<file path="config.mk">
export PLATFORM = sky130hd
export DESIGN_NAME = sha_queue
export DESIGN_NICKNAME = d
export VERILOG_FILES = /design/src/rtl/core/sha_pkg.sv /design/src/rtl/core/sha_queue.sv
export SDC_FILE = /design/constraint.sdc
export NUM_CORES = 1
export LEC_CHECK = 0
export BUFFER_PORTS_ARGS = -buffer_cell sky130_fd_sc_hd__buf_2
export CORE_AREA = 2 2 401 403
export CTS_CLUSTER_DIAMETER = 30
export DETAILED_ROUTE_END_ITERATION = 7
export DIE_AREA = 0 0 403 405
export PLACE_DENSITY = 0.67
export SYNTH_ARGS = -nofsm -noshare
export SYNTH_HDL_FRONTEND = slang
export SYNTH_SLANG_ARGS = --single-unit
</file>
<file path="constraint.sdc">
create_clock -name clk -period 19.6 [get_ports clk]
set_clock_uncertainty 0.1 [all_clocks]
set_input_delay 1.96 -clock clk [delete_from_list [all_inputs] [get_ports clk]]
set_output_delay 1.96 -clock clk [all_outputs]
set_load 0.01 [all_outputs]
</file>
<file path="src/rtl/core/sha_pkg.sv">
// ---------------------------------------------------------------------------
// sha_pkg
// Shared constants and the rotate function for the SHA-256 byte stream hash unit.
// ---------------------------------------------------------------------------
package sha_pkg;

  localparam int unsigned QueueDepth = 4;

  // front to back command: one block ready for compression
  typedef struct packed {
    logic [511:0] block;
    logic         final_blk;
  } blk_cmd_t;

  localparam logic [31:0] RoundK [64] = '{
    32'h428a2f98, 32'h71374491, 32'hb5c0fbcf, 32'he9b5dba5, 32'h3956c25b, 32'h59f111f1,
    32'h923f82a4, 32'hab1c5ed5, 32'hd807aa98, 32'h12835b01, 32'h243185be, 32'h550c7dc3,
    32'h72be5d74, 32'h80deb1fe, 32'h9bdc06a7, 32'hc19bf174, 32'he49b69c1, 32'hefbe4786,
    32'h0fc19dc6, 32'h240ca1cc, 32'h2de92c6f, 32'h4a7484aa, 32'h5cb0a9dc, 32'h76f988da,
    32'h983e5152, 32'ha831c66d, 32'hb00327c8, 32'hbf597fc7, 32'hc6e00bf3, 32'hd5a79147,
    32'h06ca6351, 32'h14292967, 32'h27b70a85, 32'h2e1b2138, 32'h4d2c6dfc, 32'h53380d13,
    32'h650a7354, 32'h766a0abb, 32'h81c2c92e, 32'h92722c85, 32'ha2bfe8a1, 32'ha81a664b,
    32'hc24b8b70, 32'hc76c51a3, 32'hd192e819, 32'hd6990624, 32'hf40e3585, 32'h106aa070,
    32'h19a4c116, 32'h1e376c08, 32'h2748774c, 32'h34b0bcb5, 32'h391c0cb3, 32'h4ed8aa4a,
    32'h5b9cca4f, 32'h682e6ff3, 32'h748f82ee, 32'h78a5636f, 32'h84c87814, 32'h8cc70208,
    32'h90befffa, 32'ha4506ceb, 32'hbef9a3f7, 32'hc67178f2
  };

  localparam logic [31:0] InitHash [8] = '{
    32'h6a09e667, 32'hbb67ae85, 32'h3c6ef372, 32'ha54ff53a,
    32'h510e527f, 32'h9b05688c, 32'h1f83d9ab, 32'h5be0cd19
  };

  localparam logic [7:0] PadByte = 8'h80;
  localparam logic [5:0] LenPos  = 6'd56;

  function automatic logic [31:0] ror(input logic [31:0] x, input int unsigned r);
    ror = (x >> r) | (x << (32 - r));
  endfunction

endpackage

</file>
<file path="src/rtl/core/sha_queue.sv">
// ---------------------------------------------------------------------------
// sha_queue
// Short block queue between the byte front and the compression back.
// ---------------------------------------------------------------------------
module sha_queue #(
  parameter int unsigned Depth = sha_pkg::QueueDepth
) (
  input  logic              clk,
  input  logic              rst,
  input  logic              wr_valid,
  output logic              wr_ready,
  input  sha_pkg::blk_cmd_t wr_data,
  output logic              rd_valid,
  input  logic              rd_ready,
  output sha_pkg::blk_cmd_t rd_data
);

  localparam int unsigned AW = (Depth > 1) ? $clog2(Depth) : 1;

  sha_pkg::blk_cmd_t mem [Depth];
  logic [AW-1:0] wptr;
  logic [AW-1:0] rptr;
  logic [AW:0]   count;
  logic          do_wr;
  logic          do_rd;

  assign wr_ready = (count != (AW+1)'(Depth));
  assign rd_valid = (count != '0);
  assign rd_data  = mem[rptr];
  assign do_wr    = wr_valid && wr_ready;
  assign do_rd    = rd_valid && rd_ready;

  // storage write
  always_ff @(posedge clk) begin
    if (do_wr) mem[wptr] <= wr_data;
  end

  // pointers wrap at the queue depth
  always_ff @(posedge clk) begin
    if (rst) begin
      wptr  <= '0;
      rptr  <= '0;
      count <= '0;
    end else begin
      if (do_wr) wptr <= (wptr == AW'(Depth - 1)) ? '0 : wptr + AW'(1);
      if (do_rd) rptr <= (rptr == AW'(Depth - 1)) ? '0 : rptr + AW'(1);
      count <= count + (AW+1)'(do_wr) - (AW+1)'(do_rd);
    end
  end

endmodule

</file>
======== Word-level counts from Yosys, hierarchy flattened ========
Memory sizes are Yosys's and may differ from the RTL's. A register that Yosys moved wholly into a read port is not among the register bits.
Index checks and enable logic that the tools add are counted.
storage, ports and cells
  input port bits ......................... 517
  register bits after elaboration ......... 7
  RAM bits ................................ 2,052
  memories kept ........................... 1
  logic and storage cells ................. 20
  output and inout port bits .............. 515
memory list
  name  words  bits a word  read ports  clocked after Yosys merged registers in  wr ports  RTL line         source
  mem   4      513          1           1                                        1         sha_queue.sv:20  sha_pkg::blk_cmd_t mem [Depth];
operators by class
  reductions and logical operators ........ 3
  add/sub/neg operators ................... 4
  muxes and demuxes ....................... 6
  equality and inequality tests ........... 3
operators with widths
  operator               count
  $mux W2                4
  $add A2 B1 Y2 const B  2
  $eq A2 B2 Y1 const B   2
  $add A3 B1 Y3          1
  $ne A3 B3 Y1 const B   1
  $reduce_bool A3 Y1     1
  $sub A3 B1 Y3          1
  $logic_and A1 B1 Y1    2
  $mux W1                2

======== Depth between registers and ports, before layout ========
  depth after elaboration ................. 4
  depth in mapped cells ................... 11
  depth with buffers taken out ............ 10

======== Worst setup path after synthesis ========
OpenSTA, ideal clock, no wires.
  path type ............................... input-to-reg
  start ................................... in wr_valid
  end ..................................... mem mem[0][0] (netlist name), enable pin
  setup slack ............................. 4.966 ns
  required time ........................... 18.550 ns
  arrival time ............................ 13.584 ns
  buffers on the path ..................... 0
  setup time .............................. 0.950 ns
  stages .................................. 1
  cell sequence ........................... and3_1
on the way
  cells in the longest elaborated chain, start to end .. 3
RTL lines
  item                           RTL line         source
  start: declaration             sha_queue.sv:10  input logic wr_valid,
  $logic_and A1 B1 Y1            sha_queue.sv:30  assign do_wr = wr_valid && wr_ready;
  $mux W1                        sha_queue.sv:35  if (do_wr) mem[wptr] <= wr_data;
  $mux W1 (implied by the code)  sha_queue.sv:35
  end: declaration               sha_queue.sv:20
No other way between the ends.

==> key figures <==
Route
  – First DRT Iteration DRCs: 2694
  – WL final: 172.6 mm
  – Via count: 35260
  – # DRC: 0
  – Routed len/inst: 26.43 um
  – Vias per cell: 5.398
  – Routed Antenna Nets: 0
  – Drt pass-1 iters: 7

Global routing
  – Vias in the first global route: 36930
  – Initial antenna violation count: 125
  – Pin count of the biggest net entering global routing: 144
  – First-pass GRT wire length: 247.6 mm
  – GRT Overall Usage: 20.86%
  – Grt ovf: 0

Timing
  – Final min period: 7.839 ns
  – Setup TNS: 0 ns
  – Final setup violation count: 0
  – Slew headroom: 24.15%
  – FMAX: 0.1276 GHz
  – Final hold violation count: 0
  – Slew Limit Fails: 0
  – Worst slew pin tran: 1.138 ns
  – RSZ-0062 raised after global routing: false
  – Final Cycle Share: 39.99%

Setup path
  – Most used cell, CP: buf_4
  – Required @ worst endpoint: 17.54 ns
  – FF-to-FF End: mem[2][260]$_DFFE_PP_
  – Critical-path top delay cell: buf_4
  – Worst r2r path cells: 7
  – CP endpoint kind: primary output
  – Crit-path max cell delay: 0.85 ns
  – Crit-path cells: buf_12 -> buf_4 -> buf_4 -> buf_4 -> mux4_2 -> buf_2
  – Setup crit start kind: flop
  – Crit Path Class: reg2out
  – Worst-path maximum fanout: 93
  – Critical path data arrival time: 5.78 ns
  – FF-to-FF Start: count[1]$_SDFF_PP0_
  – R2R Setup Slk: 13.90 ns

Clock tree
  – Cts hold-fix bufs: 0
  – Bufs on Longest Clock Path: 4
  – TritonCTS buffer count: 392
  – CTS resizes: 0
  – Sink Count: 2061
  – CTS Root Cell: clkbuf_16
  – CTS tree: done
  – Clk slew on worst S/H paths: 0.05 ns
  – Post-CTS setup buffer count: 0
  – Worst-Skew Late Latency: 0.90 ns
  – H-tree Lvls: 5

Power and ir drop
  – Total power per unit cell area: 153.2 mW/mm2
  – Max rail drop VDD: 121.6 uV
  – Static Leakage: 32.31 nW

Placed design
  – Post-Place Cells: 5774
  – Final GP Congestion: 0.8127
  – Port bufs: 1031
  – Post-DP HPWL: 105.6 mm

Logic synthesis
  – Post-synthesis cell count: 2728
  – Ys Warns: 0
  – Register area share after synthesis: 82.91%
  – Synth cell types: 25
  – Synth Cell Area: 0.07454 mm2
  – Synth Register Bits: 2061
  – Net Count, Synth: 3253
  – Synth Area per Inst: 27.32 um2

Finish
  – Most frequent cells in the layout: edfxtp_1, buf_2, mux4_2
  – Multi-input gate area: 0.01184 mm2
  – Share of post-route cells with drive strength above 1: 50.39%
  – Sequential cell area: 0.06181 mm2
  – Fin cells: 6531
  – Commonest non-fill, non-tap cell in the layout: edfxtp_1
  – Fin nets: 4607
  – Fill cell count: 10880
  – Area grow syn2layout: 27.41%

Floorplanning
  – # rows: 147
  – I/O Pins: 1032
  – Initial cell density of the core: 46.80%
  – Die extent in x: 403 um
  – Die Height: 405 um
  – Die ar.: 0.1632 mm2
  – Core Region: 0.1593 mm2

Flow run
  – Max_cap viols: 0

Min path
  – Worst Hold Depth: 2
  – Min-Delay Startpoint: rptr[0]$_SDFFE_PP0N_
  – Hold Crit Class: reg2reg

Outcome
  – Status: completed
logic make-up (layout without fill, tap and decap cells):
| family | after synthesis | count (layout) | share of synthesized area (%) |
|---|---|---|---|
| AOI/OAI and AO/OA | 4 | 4 | 0.03525 |
| xor gates and xnor gates | 1 | 1 | 0.01175 |
| adders and majority gates | 8 | 8 | 0.1444 |
| buffers and inverters | 121 | 1789 | 1.232 |
| DFF | 2061 | 2061 | 82.91 |
| muxes | 515 | 515 | 15.53 |
| other | 0 | 49 | 0 |
| and+or+nand+nor | 18 | 18 | 0.1360 |
worst max-delay path, delay by kind of cell, from the launching register on:
| family | cells | cell delay, ns |
|---|---|---|
| DFF | 1 | 0.83 |
| muxes | 1 | 0.63 |
| buffers and inverters | 5 | 3.17 |
state kept, by name, indices dropped and copies added, names as in the netlist, named ones only:
name	flops
mem	2052
count	3
rptr	2
wptr	2
cells in the mapped netlist (all sizes together):
library cell     n  area [um2]
edfxtp        2052       61620
and2             1       6.260
and3             4       25.02
a211o            1       8.760
fa               1       20.02
nor2             3       11.26
nor3             1       5.000
or3b             1       8.760
inv              5       18.77
nand2b           2       12.51
o31ai            1       7.510
o21ai            1       5.000
a21oi            1       5.000
mux2i            2       20.02
or3              3       18.77
dfxtp            9       180.2
nand2            2       7.510
buf            108       869.6
nor2b            1       6.260
xor2             1       8.760
mux4           513       11550
clkbuf           8       30.03
ha               7       87.58
cell type report:
type                       instances  area share, %
sequential                      2061          65.08
multi-input combinational        546          12.47
clock buffer                     436          10.64
timing repair buffer            1076          5.868
clock inverter                   272          3.050
tap                             2086          2.748
antenna                           49         0.1291
inverter                           5        0.01976
metrics by stage:
| stage | area, um2 | hold slack [ns] | util [%] | power [mW] | worst slack, ns |
|---|---|---|---|---|---|
| floorplan | 74540 | 0.3634 | - | 7.419 | 4.966 |
| global placement | 81850 | 0.3681 | 51.38 | 8.144 | 12.39 |
| detailed placement | 81850 | 0.3809 | 51.38 | 8.169 | 12.36 |
| CTS | 94840 | 0.3850 | 59.55 | 14.70 | 11.41 |
| global route | 94910 | 0.4423 | 59.59 | 15.05 | 11.11 |
| finish | 94970 | 0.3732 | 59.62 | 14.55 | 11.76 |
metal layers:
metal | wire (um) | global-route usage [%] | vias to the layer above
li1 | - | - | 14910
met1 | 60530 | 23.99 | 18250
met2 | 86280 | 33.78 | 1557
met3 | 18680 | 9.395 | 458
met4 | 6520 | 9.160 | 88
met5 | 632 | 0 | -
how the worst max path moves through the flow:
stage	from	endpoint	slack, ns	cells past startpoint
floorplan	wr_valid	mem[0][0]$_DFFE_PP_	4.97	1
global placement	wr_valid	mem[2][224]$_DFFE_PP_	12.39	7
detailed placement	wr_valid	mem[2][260]$_DFFE_PP_	12.36	7
CTS	flop	rd_data[236]	11.41	6
global route	flop	rd_data[236]	11.11	6
finish	flop	rd_data[236]	11.76	6
power breakdown:
part           leakage (nW)  switching [mW]  internal [mW]  total (mW)
Combinational          7.16            1.44           1.07        2.51
Sequential             18.9           0.129           5.42        5.55
Clock                  6.29            2.16           4.33        6.48
Power figures use the tool's default switching activity.
