--- src/rtl/core/sha_pkg.sv ---
// ---------------------------------------------------------------------------
// sha_pkg
// Shared constants and the rotate function for the SHA-256 byte stream hash unit.
// ---------------------------------------------------------------------------
package sha_pkg;

  localparam int unsigned QueueDepth = 4;

  // front to back command: one block ready for compression
  typedef struct packed {
    logic [511:0] block;
    logic         final_blk;
  } blk_cmd_t;

  localparam logic [31:0] RoundK [64] = '{
    32'h428a2f98, 32'h71374491, 32'hb5c0fbcf, 32'he9b5dba5, 32'h3956c25b, 32'h59f111f1,
    32'h923f82a4, 32'hab1c5ed5, 32'hd807aa98, 32'h12835b01, 32'h243185be, 32'h550c7dc3,
    32'h72be5d74, 32'h80deb1fe, 32'h9bdc06a7, 32'hc19bf174, 32'he49b69c1, 32'hefbe4786,
    32'h0fc19dc6, 32'h240ca1cc, 32'h2de92c6f, 32'h4a7484aa, 32'h5cb0a9dc, 32'h76f988da,
    32'h983e5152, 32'ha831c66d, 32'hb00327c8, 32'hbf597fc7, 32'hc6e00bf3, 32'hd5a79147,
    32'h06ca6351, 32'h14292967, 32'h27b70a85, 32'h2e1b2138, 32'h4d2c6dfc, 32'h53380d13,
    32'h650a7354, 32'h766a0abb, 32'h81c2c92e, 32'h92722c85, 32'ha2bfe8a1, 32'ha81a664b,
    32'hc24b8b70, 32'hc76c51a3, 32'hd192e819, 32'hd6990624, 32'hf40e3585, 32'h106aa070,
    32'h19a4c116, 32'h1e376c08, 32'h2748774c, 32'h34b0bcb5, 32'h391c0cb3, 32'h4ed8aa4a,
    32'h5b9cca4f, 32'h682e6ff3, 32'h748f82ee, 32'h78a5636f, 32'h84c87814, 32'h8cc70208,
    32'h90befffa, 32'ha4506ceb, 32'hbef9a3f7, 32'hc67178f2
  };

  localparam logic [31:0] InitHash [8] = '{
    32'h6a09e667, 32'hbb67ae85, 32'h3c6ef372, 32'ha54ff53a,
    32'h510e527f, 32'h9b05688c, 32'h1f83d9ab, 32'h5be0cd19
  };

  localparam logic [7:0] PadByte = 8'h80;
  localparam logic [5:0] LenPos  = 6'd56;

  function automatic logic [31:0] ror(input logic [31:0] x, input int unsigned r);
    ror = (x >> r) | (x << (32 - r));
  endfunction

endpackage

--- src/rtl/core/sha_back.sv ---
// ---------------------------------------------------------------------------
// sha_back
// Runs the 64-round compression, one round per cycle, and emits the digest.
// ---------------------------------------------------------------------------
module sha_back (
  input  logic              clk,
  input  logic              rst,
  input  logic              cmd_valid,
  output logic              cmd_ready,
  input  sha_pkg::blk_cmd_t cmd,
  output logic              out_valid,
  input  logic              out_ready,
  output logic [31:0]       digest_word,
  output logic [2:0]        word_index,
  output logic              last_word
);

  localparam logic [1:0] StIdle = 2'd0;
  localparam logic [1:0] StRun  = 2'd1;
  localparam logic [1:0] StAdd  = 2'd2;
  localparam logic [1:0] StOut  = 2'd3;

  logic [1:0]  state;
  logic [31:0] h [8];
  logic [31:0] v [8];
  logic [31:0] w [16];
  logic [5:0]  rnd;
  logic        is_final;
  logic [2:0]  oidx;

  logic [31:0] s0, s1, t1, t2, wn, ch, mj, e0, e1;

  assign cmd_ready   = (state == StIdle);
  assign out_valid   = (state == StOut);
  assign digest_word = h[oidx];
  assign word_index  = oidx;
  assign last_word   = (oidx == 3'd7);

  // one round and the next schedule word
  always_comb begin
    s0 = sha_pkg::ror(w[1], 7) ^ sha_pkg::ror(w[1], 18) ^ (w[1] >> 3);
    s1 = sha_pkg::ror(w[14], 17) ^ sha_pkg::ror(w[14], 19) ^ (w[14] >> 10);
    wn = w[0] + s0 + w[9] + s1;
    e1 = sha_pkg::ror(v[4], 6) ^ sha_pkg::ror(v[4], 11) ^ sha_pkg::ror(v[4], 25);
    ch = (v[4] & v[5]) ^ (~v[4] & v[6]);
    t1 = v[7] + e1 + ch + sha_pkg::RoundK[rnd] + w[0];
    e0 = sha_pkg::ror(v[0], 2) ^ sha_pkg::ror(v[0], 13) ^ sha_pkg::ror(v[0], 22);
    mj = (v[0] & v[1]) ^ (v[0] & v[2]) ^ (v[1] & v[2]);
    t2 = e0 + mj;
  end

  always_ff @(posedge clk) begin
    if (rst) begin
      state <= StIdle;
      rnd   <= '0;
      oidx  <= '0;
      for (int i = 0; i < 8; i++) h[i] <= sha_pkg::InitHash[i];
    end else begin
      case (state)
        StIdle: begin
          if (cmd_valid) begin
            for (int i = 0; i < 16; i++) w[i] <= cmd.block[511 - 32*i -: 32];
            for (int i = 0; i < 8; i++) v[i] <= h[i];
            is_final <= cmd.final_blk;
            rnd      <= '0;
            state    <= StRun;
          end
        end
        StRun: begin
          for (int i = 0; i < 15; i++) w[i] <= w[i+1];
          w[15] <= wn;
          v[7] <= v[6]; v[6] <= v[5]; v[5] <= v[4]; v[4] <= v[3] + t1;
          v[3] <= v[2]; v[2] <= v[1]; v[1] <= v[0]; v[0] <= t1 + t2;
          rnd <= rnd + 6'd1;
          if (rnd == 6'd63) state <= StAdd;
        end
        StAdd: begin
          for (int i = 0; i < 8; i++) h[i] <= h[i] + v[i];
          oidx  <= '0;
          state <= is_final ? StOut : StIdle;
        end
        StOut: begin
          if (out_ready) begin
            oidx <= oidx + 3'd1;
            if (oidx == 3'd7) begin
              for (int i = 0; i < 8; i++) h[i] <= sha_pkg::InitHash[i];
              state <= StIdle;
            end
          end
        end
        default: state <= StIdle;
      endcase
    end
  end

endmodule

--- config.mk ---
export PLATFORM = sky130hd
export DESIGN_NAME = sha_back
export DESIGN_NICKNAME = d
export VERILOG_FILES = /design/src/rtl/core/sha_pkg.sv /design/src/rtl/core/sha_back.sv
export SDC_FILE = /design/constraint.sdc
export NUM_CORES = 2
export LEC_CHECK = 0
export BUFFER_PORTS_ARGS = -buffer_cell sky130_fd_sc_hd__buf_4
export CORE_MARGIN = 2
export CORE_UTILIZATION = 45
export DETAILED_ROUTE_END_ITERATION = 8
export SLEW_MARGIN = 20
export SYNTH_ARGS = -nofsm -noshare
export SYNTH_HDL_FRONTEND = slang
export SYNTH_SLANG_ARGS = --single-unit
export TNS_END_PERCENT = 30
--- constraint.sdc ---
create_clock -name clk -period 52.4 [get_ports clk]
set_clock_uncertainty 0.1 [all_clocks]
set_input_delay 10.48 -clock clk [delete_from_list [all_inputs] [get_ports clk]]
set_output_delay 10.48 -clock clk [all_outputs]
set_load 0.005 [all_outputs]
# After elaboration in Yosys (flattened, before gate mapping)
# Memories as Yosys holds them, arrays and structs flattened. A register that Yosys moved wholly into a read port is not among the register bits.
# Cells that the tools add are included.
[word_totals]
regBits = 12
ramBits = 1024
mem_bits_ro = 2048
inputBits = 517
word_cells = 185
n_memories = 4
[mem_list]
columns = ["name", "depth", "width", "read_ports", "rd_clocked_by_memory_dff", "write_ports", "line", "rtl"]
rows = [
  ["(no name shown)", 64, 32, 1, 0, 0, "sha_back.sv:46", "t1 = v[7] + e1 + ch + sha_pkg::RoundK[rnd] + w[0];"],
  ["w", 16, 32, 16, 0, 16, "sha_back.sv:26", "logic [31:0] w [16];"],
  ["h", 8, 32, 9, 1, 8, "sha_back.sv:24", "logic [31:0] h [8];"],
  ["v", 8, 32, 8, 0, 8, "sha_back.sv:25", "logic [31:0] v [8];"],
]
[op_classes]
add_sub_neg = 20
order_cmp = 1
eq_ne = 9
mux = 71
bitwise_logic = 69
reduce_logical = 7
[op_table]
columns = ["cell", "n"]
rows = [
  ["32-bit two-way mux", 42],
  ["32-bit adder", 18],
  ["32-bit XOR", 9],
  ["32-bit bitwise AND", 5],
  ["1-bit bitwise OR", 40],
  ["32-bit inverter", 1],
  ["10-bit by 32-bit bitwise OR with 32-bit output", 1],
  ["13-bit by 32-bit bitwise OR with 32-bit output", 1],
  ["14-bit by 32-bit bitwise OR with 32-bit output", 1],
  ["15-bit by 32-bit bitwise OR with 32-bit output", 1],
  ["19-bit by 32-bit bitwise OR with 32-bit output", 1],
  ["21-bit by 32-bit bitwise OR with 32-bit output", 1],
  ["25-bit by 32-bit bitwise OR with 32-bit output", 1],
  ["26-bit by 32-bit bitwise OR with 32-bit output", 1],
  ["30-bit by 32-bit bitwise OR with 32-bit output", 1],
  ["7-bit by 32-bit bitwise OR with 32-bit output", 1],
  ["32-bit by 22-bit XOR with 32-bit output", 1],
  ["32-bit by 29-bit XOR with 32-bit output", 1],
  ["1-bit two-way mux", 17],
  ["6-bit one-hot mux with 2 select lines", 1],
  ["2-bit two-way mux", 5],
  ["3-bit two-way mux", 3],
  ["2-bit one-hot mux with 4 select lines", 1],
  ["7-bit greater-or-equal comparator (second input constant)", 1],
  ["other kinds (17)", 22],
]

# Depth between registers and ports, before layout
[logic_depth]
ltp_word = 9
mapped_depth = 42
mapped_depth_nobuf = 41

# Worst setup path after synthesis
# OpenSTA, ideal clock, no wires.
[synth_path]
kind = "input port to flip-flop"
startpoint = "input port rst"
endpoint = "memory v[0][0], enable pin"
setup_time_ps = 1925
arrival_ps = 42675
required_time_ps = 50375
slack_ps = 7700
cell_stages = 3
path_buffers = 2
cell_sequence = "clkbuf_1 -> clkbuf_1 -> nor2_1"
[synth_rtl]
columns = ["element", "line", "rtl"]
rows = [
  ["start, declared", "sha_back.sv:7", "input logic rst,"],
  ["end, declared", "sha_back.sv:25", ""],
]

==> run summary <==
status: complete, no violations
HPWL after DPL: 196100 µm
Max Root-Sink Buffers: 3
Max Fclk: 65.76 MHz
first-pass GRT wire length: 371000 µm
Synth Register Bits: 1039
die area: 160600 µm²
slowest CP cell: buf_4
TritonCTS clock tree: built
number of enable flip-flop cells after synthesis: 897
Worst EP required: 52690 ps
largest cells by area after synthesis: edfxtp_1, nand2_1, ha_1
count of different cell masters after synthesis: 90
Final Max Tran Viols: 0
Synth top area share: 0.3802
WS Path Type: primary input to flip-flop
GRT Overall Usage: 0.3108
grt ovf: 0
Cells after Synth: 7386
syn nets: 8493
chip height: 400.8 µm
Async SR Flop Fraction: 0
row count: 145
Synth area leader: edfxtp_1
DRT Pass-1 Iters: 6
max-cap check violation count: 0
CP Cell Sequence: buf_4, o21bai_1, nor2_4, buf_4, buf_4, buf_12, buf_4, buf_4, buf_4
slowest stage delay, CP: 860 ps
Post-CTS Setup Bufs: 0
Antenna Nets Post-Route: 0
Initial Util: 0.4535
clock root buffer: clkbuf_16
clock-pin slew on the worst setup and hold paths: 60 ps
largest net degree at the start of global routing: 181
setup violators final: 0
Tcrit/Tclk final: 0.2902
final worst path period need: 15210 ps
Horiz. Die Dim: 400.8 µm
cell mode on critical path: buf_4
WL final: 256300 µm
WHS: 390.5 ps
I/O Buffers: 554
relative slew slack: 0.2481
Main synth FF type: edfxtp_1
CP Launch Type: primary input
Fin. Hold Viols: 0
Area Overhead vs Synth: 13.93%
Num CTS Buffers: 119
Crit. End Element: flip-flop
GP Congestion: 0.9850
# IOs: 555
htree depth: 3
Avg Inst Size Synth: 9.592 µm²
Min-Delay Path Class: flip-flop to flip-flop
setup TNS: 0 ps
share of post-route cells with drive strength above 1: 0.1443
vias in the first global route: 55280
WP data arrival: 15500 ps
sequential area share after synthesis: 0.4203
Crit Path Max Fanout: 138
Syn. warnings: 0
DRC: 0
worst-skew pair later-pin latency: 780 ps
Top delay family on crit path: buffers and inverters
total number of vias: 57030
final core utilization: 0.5167
post_cts resized: 0
mapped cell area: 70850 µm²
WL/cell: 25.78 µm
routed vias/inst: 5.736
initial antenna violation count: 36
critical path buffer and inverter count: 7
cts hold-fix bufs: 0
1st-iter DRT viols: 5737
nets@finish: 8867
Slew @ Worst Pin: 1128 ps
RSZ-0062 raised after global routing: false
clk sink count: 1039
core box area: 156200 µm²
==> synth_stat cells, drive strengths merged (12+ instances only) <==
master      n
and3       28
o21ai     387
buf        46
or3        32
nand2b     61
ha        395
nor2      304
mux4       69
nor2b      46
edfxtp    897
a2111oi    13
xnor2     365
o31a       12
inv       327
mux2i      22
o211ai     61
a211oi     56
o21a       65
nor3b      20
dfxtp     142
nand2    2008
a21boi     13
mux2      216
a21o      189
fa        195
a31oi      45
clkbuf    316
o21bai     45
nor3       78
and2       12
nand3      72
xor2      186
a211o      17
o31ai      32
nand4      26
a21oi     411
==> flip-flops by register name (all words and copies together) (netlist names), named ones only <==
register,cells
v,256
rnd,6
is_final,1
w,512
state,2
h,256
word_index,3
==> final cells by class <==
type                            instances  area, µm²
Fill cell                           14400      75490
Multi-Input combinational cell       5658      38560
Sequential cell                      1039      29800
Timing Repair Buffer                  615       4642
Clock buffer                          155       3184
Tap cell                             2058       2575
Inverter                              327       1230
Clock inverter                         69      669.4
Antenna cell                           21      52.55
==> worst min-delay path, delay by kind of cell, from the launching register on <==
kind	cells	cell delay, ps
flip-flops	1	330
AND/OR/NAND/NOR	1	60
AO/OA/AOI/OAI	1	50
==> layer usage <==
metal	vias up	part of all wire	global-route usage
li1	26600	-	-
met1	27670	0.39	0.3807
met2	2288	0.48	0.5224
met3	435	0.076	0.06377
met4	38	0.052	0.1505
met5	-	0.0011	0
==> metrics by stage <==
| step | instances | instance area, µm² | setup WS (ps) |
|---|---|---|---|
| after CTS | 9921 | 80660 | 37230 |
| after floorplan | 7386 | 70850 | 7700 |
| final | 9942 | 80710 | 37190 |
| after global placement | 9697 | 76810 | 36490 |
| after global routing | 9929 | 80680 | 36900 |
| after detailed placement | 9697 | 76810 | 36400 |
==> cells in the final DEF (no fill, tap or decap), types with 22 or more instances in the layout <==
master and n:
xnor2_1 365, xor2_1 186, a21o_1 189, nor2_1 300, fa_1 195, nand2_1 2005
nor2b_1 45, o31ai_1 31, nand2b_1 61, mux2_2 216, mux4_2 69, clkbuf_16 120
clkbuf_1 30, dfxtp_1 135, nor3_1 78, a211oi_1 56, a31oi_1 44, and3_1 28
o21a_1 65, inv_1 324, o211ai_1 59, a21oi_1 411, nand3_1 72, o21ai_0 380
ha_1 395, clkinv_2 25, or3_1 32, mux2i_1 22, nand4_1 26, buf_4 613
o21bai_1 45, clkinv_1 25, edfxtp_1 897
==> worst paths after layout <==
| check | endpoint | depth (start not counted) | slack, ps | startpoint |
|---|---|---|---|---|
| worst max-delay path | v[0][50] | 9 | 37190 | cmd_valid |
| worst min-delay path | h[4][29] | 2 | 390 | h[4][29] |
| worst max register to register | v[0][30] | 32 | 41570 | rnd[3] |
| worst min register to register | h[4][29] | 2 | 390 | h[4][29] |
==> cell families (layout without fill, tap and decap cells) <==
family | after synthesis | count (layout) | share of synthesized area
xor+xnor | 551 | 551 | 0.06812
other cells | 0 | 21 | 0
fa+ha+maj | 594 | 594 | 0.1254
flops | 1039 | 1039 | 0.4203
buf+inv | 689 | 1166 | 0.03652
compound gates | 1478 | 1478 | 0.1327
simple gates | 2728 | 2728 | 0.1575
mux | 307 | 307 | 0.05938
Power is left out: the tool's default activity adds up to more than one toggle a clock period on the data nets, which glitch-free logic cannot reach.
