<file path="config.mk">
export PLATFORM = sky130hd
export DESIGN_NAME = sha_front
export DESIGN_NICKNAME = d
export VERILOG_FILES = /design/src/rtl/core/sha_pkg.sv /design/src/rtl/core/sha_front.sv
export SDC_FILE = /design/constraint.sdc
export NUM_CORES = 2
export LEC_CHECK = 0
export ABC_AREA = 1
export CORE_MARGIN = 2
export CORE_UTILIZATION = 40
export CTS_CLUSTER_DIAMETER = 60
export DETAILED_ROUTE_END_ITERATION = 8
export DONT_BUFFER_PORTS = 1
export SLEW_MARGIN = 20
export SYNTH_ARGS = -nofsm -noshare
export SYNTH_HDL_FRONTEND = slang
export SYNTH_SLANG_ARGS = --single-unit
</file>
<file path="constraint.sdc">
create_clock -name clk -period 154.9 [get_ports clk]
set_input_delay 30.98 -clock clk [delete_from_list [all_inputs] [get_ports clk]]
set_output_delay 30.98 -clock clk [all_outputs]
set_load 0.02 [all_outputs]
</file>
<file path="src/rtl/core/sha_pkg.sv">
// ---------------------------------------------------------------------------
// sha_pkg
// Shared constants and the rotate function for the SHA-256 byte stream hash unit.
// ---------------------------------------------------------------------------
package sha_pkg;

  localparam int unsigned QueueDepth = 4;

  // front to back command: one block ready for compression
  typedef struct packed {
    logic [511:0] block;
    logic         final_blk;
  } blk_cmd_t;

  localparam logic [31:0] RoundK [64] = '{
    32'h428a2f98, 32'h71374491, 32'hb5c0fbcf, 32'he9b5dba5, 32'h3956c25b, 32'h59f111f1,
    32'h923f82a4, 32'hab1c5ed5, 32'hd807aa98, 32'h12835b01, 32'h243185be, 32'h550c7dc3,
    32'h72be5d74, 32'h80deb1fe, 32'h9bdc06a7, 32'hc19bf174, 32'he49b69c1, 32'hefbe4786,
    32'h0fc19dc6, 32'h240ca1cc, 32'h2de92c6f, 32'h4a7484aa, 32'h5cb0a9dc, 32'h76f988da,
    32'h983e5152, 32'ha831c66d, 32'hb00327c8, 32'hbf597fc7, 32'hc6e00bf3, 32'hd5a79147,
    32'h06ca6351, 32'h14292967, 32'h27b70a85, 32'h2e1b2138, 32'h4d2c6dfc, 32'h53380d13,
    32'h650a7354, 32'h766a0abb, 32'h81c2c92e, 32'h92722c85, 32'ha2bfe8a1, 32'ha81a664b,
    32'hc24b8b70, 32'hc76c51a3, 32'hd192e819, 32'hd6990624, 32'hf40e3585, 32'h106aa070,
    32'h19a4c116, 32'h1e376c08, 32'h2748774c, 32'h34b0bcb5, 32'h391c0cb3, 32'h4ed8aa4a,
    32'h5b9cca4f, 32'h682e6ff3, 32'h748f82ee, 32'h78a5636f, 32'h84c87814, 32'h8cc70208,
    32'h90befffa, 32'ha4506ceb, 32'hbef9a3f7, 32'hc67178f2
  };

  localparam logic [31:0] InitHash [8] = '{
    32'h6a09e667, 32'hbb67ae85, 32'h3c6ef372, 32'ha54ff53a,
    32'h510e527f, 32'h9b05688c, 32'h1f83d9ab, 32'h5be0cd19
  };

  localparam logic [7:0] PadByte = 8'h80;
  localparam logic [5:0] LenPos  = 6'd56;

  function automatic logic [31:0] ror(input logic [31:0] x, input int unsigned r);
    ror = (x >> r) | (x << (32 - r));
  endfunction

endpackage

</file>
<file path="src/rtl/core/sha_front.sv">
// ---------------------------------------------------------------------------
// sha_front
// Collects message bytes into blocks, adds padding and length, hands blocks on.
// ---------------------------------------------------------------------------
module sha_front (
  input  logic              clk,
  input  logic              rst,
  input  logic              in_valid,
  output logic              in_ready,
  input  logic [7:0]        data_byte,
  input  logic              byte_present,
  input  logic              message_end,
  output logic              cmd_valid,
  input  logic              cmd_ready,
  output sha_pkg::blk_cmd_t cmd
);

  localparam logic [1:0] StIdle = 2'd0;
  localparam logic [1:0] StPad  = 2'd1;
  localparam logic [1:0] StPad2 = 2'd2;

  localparam logic [5:0] LenPosC = sha_pkg::LenPos;

  logic [1:0]   state;
  logic [511:0] blk;
  logic [5:0]   fill;
  logic [63:0]  bit_len;
  logic         pend;
  logic         pend_final;
  logic [511:0] pend_blk;

  // a pending block must drain before more input is taken
  assign in_ready  = (state == StIdle) && !pend;
  assign cmd_valid = pend;
  assign cmd.block = pend_blk;
  assign cmd.final_blk = pend_final;

  // byte slot writer: byte n sits at bits [511-8n -: 8]
  function automatic logic [511:0] put(input logic [511:0] b, input logic [5:0] idx,
                                       input logic [7:0] v);
    logic [511:0] r;
    r = b;
    r[511 - 8*idx -: 8] = v;
    put = r;
  endfunction

  // zero bytes from idx onward
  function automatic logic [511:0] clear_from(input logic [511:0] b, input logic [5:0] idx);
    logic [511:0] m;
    m = {512{1'b1}} << (10'd512 - {idx, 3'b000});
    if (idx == 6'd0) m = '0;
    clear_from = b & m;
  endfunction

  logic [511:0] blk_b;
  logic [5:0]   fill_b;
  logic         full_b;
  logic [511:0] pad_blk;
  logic [511:0] pad_clr;

  // next block contents for a byte beat and for the pad marker
  always_comb begin
    blk_b   = put(blk, fill, data_byte);
    fill_b  = fill + 6'd1;
    full_b  = (fill == 6'd63);
    pad_blk = put(blk, fill, sha_pkg::PadByte);
    pad_clr = (fill == 6'd63) ? pad_blk : clear_from(pad_blk, fill + 6'd1);
  end

  always_ff @(posedge clk) begin
    if (rst) begin
      state   <= StIdle;
      fill    <= '0;
      bit_len <= '0;
      pend    <= 1'b0;
    end else begin
      if (pend && cmd_ready) pend <= 1'b0;
      case (state)
        StIdle: begin
          if (in_valid && in_ready) begin
            if (byte_present) begin
              blk     <= blk_b;
              fill    <= fill_b;
              bit_len <= bit_len + 64'd8;
              if (full_b) begin
                pend       <= 1'b1;
                pend_blk   <= blk_b;
                pend_final <= 1'b0;
              end
            end
            if (message_end) state <= StPad;
          end
        end
        StPad: begin
          if (!pend) begin
            // pad marker, then either finish here or spill to an extra block
            if (fill < LenPosC) begin
              pend       <= 1'b1;
              pend_final <= 1'b1;
              pend_blk   <= {pad_clr[511:64], bit_len};
              state      <= StIdle;
              fill       <= '0;
              bit_len    <= '0;
            end else begin
              pend       <= 1'b1;
              pend_final <= 1'b0;
              pend_blk   <= pad_clr;
              state      <= StPad2;
            end
          end
        end
        StPad2: begin
          if (!pend) begin
            pend       <= 1'b1;
            pend_final <= 1'b1;
            pend_blk   <= {448'd0, bit_len};
            state      <= StIdle;
            fill       <= '0;
            bit_len    <= '0;
          end
        end
        default: state <= StIdle;
      endcase
    end
  end

endmodule

</file>
# ---- After elaboration in Yosys (flattened, before gate mapping)
# Cells that the tools add are included.
dict set report word_totals {
  regBits 1098
  out_inout_bits 515
  elab_cells 83
}
dict set report op_classes {
  addsub 5
  order_cmp 1
  n_eq_ne 10
  shift 4
  mux 42
  bitwise 2
  reduce_logical 12
}
# op count
set op_table {}
lappend op_table {{512-bit 2-to-1 mux} 7}
lappend op_table {{512-bit one-hot mux with 3 select lines} 1}
lappend op_table {{512-bit bitwise mux} 2}
lappend op_table {{8-bit by 34-bit variable shift with 519-bit output, first input constant} 1}
lappend op_table {{8-bit by 34-bit variable part select with 519-bit output} 1}
lappend op_table {{8-bit by 34-bit variable part select with 519-bit output, first input constant} 1}
lappend op_table {{512-bit bitwise AND} 1}
lappend op_table {{512-bit by 10-bit << shifter with 512-bit output, first input constant} 1}
lappend op_table {{64-bit 2-to-1 mux} 6}
lappend op_table {{64-bit one-hot mux with 3 select lines} 1}
lappend op_table {{64-bit by 4-bit adder with 64-bit output, second input constant} 1}
lappend op_table {{32-bit negator with 34-bit output} 1}
lappend op_table {{6-bit 2-to-1 mux} 5}
lappend op_table {{6-bit one-hot mux with 3 select lines} 1}
lappend op_table {{2-bit != test, second input constant} 6}
lappend op_table {{1-bit 2-to-1 mux} 11}
lappend op_table {{2-bit 2-to-1 mux} 5}
lappend op_table {{10-bit by 9-bit subtractor with 10-bit output, first input constant} 1}
lappend op_table {{9-bit by 9-bit subtractor with 10-bit output, first input constant} 1}
lappend op_table {{4-bit AND reduction} 2}
lappend op_table {{7-bit AND reduction} 1}
lappend op_table {{6-bit by 1-bit adder with 6-bit output, second input constant} 1}
lappend op_table {{6-bit equality test, second input constant} 1}
lappend op_table {{6-bit logical NOT} 1}
lappend op_table {{other kinds (14)} 16}

# ---- Logic depth before layout (Yosys ltp)
dict set report depth {
  depth_word 9
  mapped_depth 16
}

# ---- Worst setup path before layout
# Ideal clock, no wire load.
dict set report synth_timing {
  kind {input-to-reg}
  from {input port in_valid}
  to {register pend_blk[0] (enable)}
  arrival_time_ps 110055
  slack_ps 40742
  path_stages 4
  n_path_buf 0
  cell_sequence {inv_1 o21ai_0 inv_1 a2111oi_0}
}
dict set report synth_via {
  elab_chain_len 3
}
# element line_no
set synth_rtl {}
lappend synth_rtl {{start: declaration} sha_front.sv:8} ;# input logic in_valid,
lappend synth_rtl {{1-bit logical AND} sha_front.sv:80} ;# if (in_valid && in_ready) begin
lappend synth_rtl {{2-bit by 1-bit != test with 1-bit output (no source line)} --}
lappend synth_rtl {{7-bit AND reduction (no source line)} --}
lappend synth_rtl {{end signal: assignment} sha_front.sv:87} ;# pend_blk <= blk_b;
lappend synth_rtl {{end signal: assignment} sha_front.sv:100} ;# pend_blk <= {pad_clr[511:64], bit_len};
lappend synth_rtl {{end signal: assignment} sha_front.sv:107} ;# pend_blk <= pad_clr;
lappend synth_rtl {{end: declaration} sha_front.sv:30} ;# logic [511:0] pend_blk;
# No other way between the ends.
# A chain may end at the register's enable or synchronous reset.

# ---- Final worst setup path
dict set report layout_timing {
  from {input port byte_present}
  to {register blk[169] (enable)}
}
dict set report layout_via {
  elab_chain_len 1
}
# element line_no
set layout_rtl {}
lappend layout_rtl {{start: declaration} sha_front.sv:11} ;# input logic byte_present,
lappend layout_rtl {{4-bit AND reduction (no source line)} --}
lappend layout_rtl {{end signal: assignment} sha_front.sv:82} ;# blk <= blk_b;
lappend layout_rtl {{end: declaration} sha_front.sv:25} ;# logic [511:0] blk;
# No other way between the ends.

==> flow_summary.toml <==
[pwr]
switching_power_uw = 398.2
pwr-share-clk = 0.292
p_int_uw = 613.2
seq_power_share = 0.431
ir_worst_vdd_uv = 21.96
comb_power_share = 0.277
post-layout-total-power_mw = 1.011
power_density_nw_per_um2 = 17.64
p_sw_frac = 0.3937
power_leakage_nw = 20.72

[clocking]
clock_path_buffers = 3
holdBufCountCts = 0
post_cts_buffers = 0
cts_tree = "done"
htreeDepth = 3
cts_made_buffers = 120
clkLatencyLatePin_ns = 0.79
clkTransAtPathRegs_ns = 0.06
cts_resized = 0
clock-root-buffer = "clkbuf_16"
clkSinkCount = 1095

[layout]
ff_latch_area_sq_um = 32180
finalNonFillerCells = 7251
drive_above_1_share = 0.06636
fillers = 12550
nets = 5424
final_common_cell = "nand2_1"
final_cell_mix = "nand2_1 (1772), edfxtp_1 (1025), o21ai_0 (678)"
area_growth_pct = 10.45
fin_util = 0.4439
fin_area_sq_um = 57340
multiInputGateArea_sq_um = 17130

[timing]
tns_ns = 0
worst_slack_ns = 120.80
hold_ws_ns = 0.5125
fin_skew_ns = 0.04445
fmax_mhz = 29.32
rsz0062_at_grt = "no"
post-route-min-period_ns = 34.10
setup_viol = 0
hold_viol = 0
slew_headroom = 0.2032
post-route-period-util = 0.2202
tightest_slew_ns = 1.191
drv_slew = 0

[worst_setup_path]
path_class = "input port to flip-flop"
path_cells = "nand3_1 -> nor2_4 -> buf_4 -> buf_4 -> buf_4"
cp_max_fo = 76
cp.required_ns = 155.27
endpoint_kind = "flip-flop"
crit_path_max_incr_delay_ns = 0.96
arrival_ns = 34.47
path_common_cell = "buf_4"
cp_slowest_cell = "buf_4"
cp-start-kind = "input port"

[detailed_routing]
ant_nets = 0
wl_per_cell_um = 26.24
wirelength_um = 190200
via_per_inst = 5.685
vias = 41220
drtIter0Drc = 6086
post-route-drc-count = 0
dr.pass1.iters = 9

[global_routing]
grt_pass1_vias = 37270
antenna_found_initial = 14
track_usage = 0.2781
grt_pass1_wl_um = 267500
grt-ovfl-total = 0
grt_max_degree = 185

[yosys]
synth_nets = 5550
synthCells = 5521
ys_seq_elements = 1095
yosysSeqAreaShare = 0.6199
netlist-cell-type-count = 50
synth-main-ff-cell = "edfxtp_1"
synth_warnings = 0
async_reset_ff_frac = 0
syn_avg_cell_area_sq_um = 9.402
synth_edf_count = 1025
syn-cell-area_sq_um = 51910

[placement]
place_area_sq_um = 53250
dp_cells = 7014
gp_congestion = 0.9466
dp_hpwl_um = 134700
port_buffers = 0
pre_cts_slack_ns = 120.08

[die]
start_util = 0.4019
io_pins = 529
dieArea_sq_um = 132700
core_area_sq_um = 129200
die_x_um = 364.2
chipHeight_um = 364.2
num_rows = 132

[flow_run]
drv_cap = 0

[min_path]
hp-class = "flip-flop to flip-flop"

[status]
outcome = "finished, final reports clean"
[cell usage after synthesis, types with 7 or more instances]
| cell type | number | area share |
|---|---|---|
| ha_1 | 15 | 0.0036 |
| nor2_4 | 7 | 0.0015 |
| a22oi_1 | 10 | 0.0014 |
| a21oi_1 | 77 | 0.0074 |
| nand3_1 | 303 | 0.029 |
| nor3_1 | 47 | 0.0045 |
| o21ai_0 | 678 | 0.065 |
| o21ai_1 | 35 | 0.0034 |
| o21bai_1 | 32 | 0.0046 |
| o22ai_1 | 17 | 0.0020 |
| nand2_2 | 14 | 0.0017 |
| inv_2 | 10 | 0.00072 |
| nand3_2 | 8 | 0.0015 |
| buf_4 | 8 | 0.0012 |
| nor2_1 | 442 | 0.032 |
| edfxtp_1 | 1025 | 0.59 |
| or2_2 | 36 | 0.0043 |
| o21a_1 | 12 | 0.0017 |
| nand2_1 | 1774 | 0.13 |
| inv_1 | 360 | 0.026 |
| dfxtp_1 | 70 | 0.027 |
| o211ai_1 | 14 | 0.0020 |
| o31ai_1 | 16 | 0.0023 |
| nand2_4 | 15 | 0.0033 |
| nor2_2 | 9 | 0.0011 |
| nand4_1 | 172 | 0.021 |
| buf_2 | 49 | 0.0047 |
| buf_1 | 21 | 0.0015 |
| clkbuf_1 | 205 | 0.015 |
[power groups by stage]
stage                     Sequential [mW]  Combinational [mW]  Clock (mW)
final                               0.436               0.280       0.295
after CTS                           0.437               0.276       0.298
after floorplan                     0.520               0.162           0
after global placement              0.443               0.274           0
after global routing                0.439               0.299       0.309
after detailed placement            0.443               0.275           0
[path summary, 6_finish.rpt]
check                from          end  slack [ns]  depth (start not counted)
min reg2reg   bit_len[18]  bit_len[18]        0.51                          1
max reg2reg      state[0]     blk[169]      149.75                          9
min           bit_len[18]  bit_len[18]        0.51                          1
max          byte_present     blk[169]      120.80                          5
[per-layer routing]
metal  global-route usage  vias up  wire length [um]
li1                     -    18670                 -
met1               0.3709    20010             74730
met2               0.4303     2179             86360
met3              0.06530      357             19630
met4               0.1263        4              9488
met5                    0        -                27
[flip-flops by register name, indices dropped and copies added (netlist names)]
name and count:
cmd_valid 1, state 2, pend_blk 512, blk 512
pend_final 1, fill 6, bit_len 61
[worst max-delay path: cells and delay by family]
kind,cells,cell delay [ns]
buffers and inverters,3,2.70
AND/OR/NAND/NOR,2,0.60
[kinds of logic after synthesis]
logic type / after synthesis / synth area share
simple gates: 2838 / 0.2309
flops: 1095 / 0.6199
compound gates: 909 / 0.09424
buf+inv: 661 / 0.05086
fa+ha+maj: 15 / 0.003615
xor+xnor: 3 / 0.0005063
[cell type report]
| type | instances | area share |
|---|---|---|
| repair buffers | 42 | 0.006503 |
| diodes | 9 | 0.0003928 |
| inverters | 371 | 0.02459 |
| clock inverters | 90 | 0.01652 |
| clock buffers | 137 | 0.05384 |
| multi-input cells | 3765 | 0.2988 |
| flip-flops and latches | 1095 | 0.5613 |
| well taps | 1742 | 0.03801 |
No activity file was read; power rests on OpenSTA's default activity.
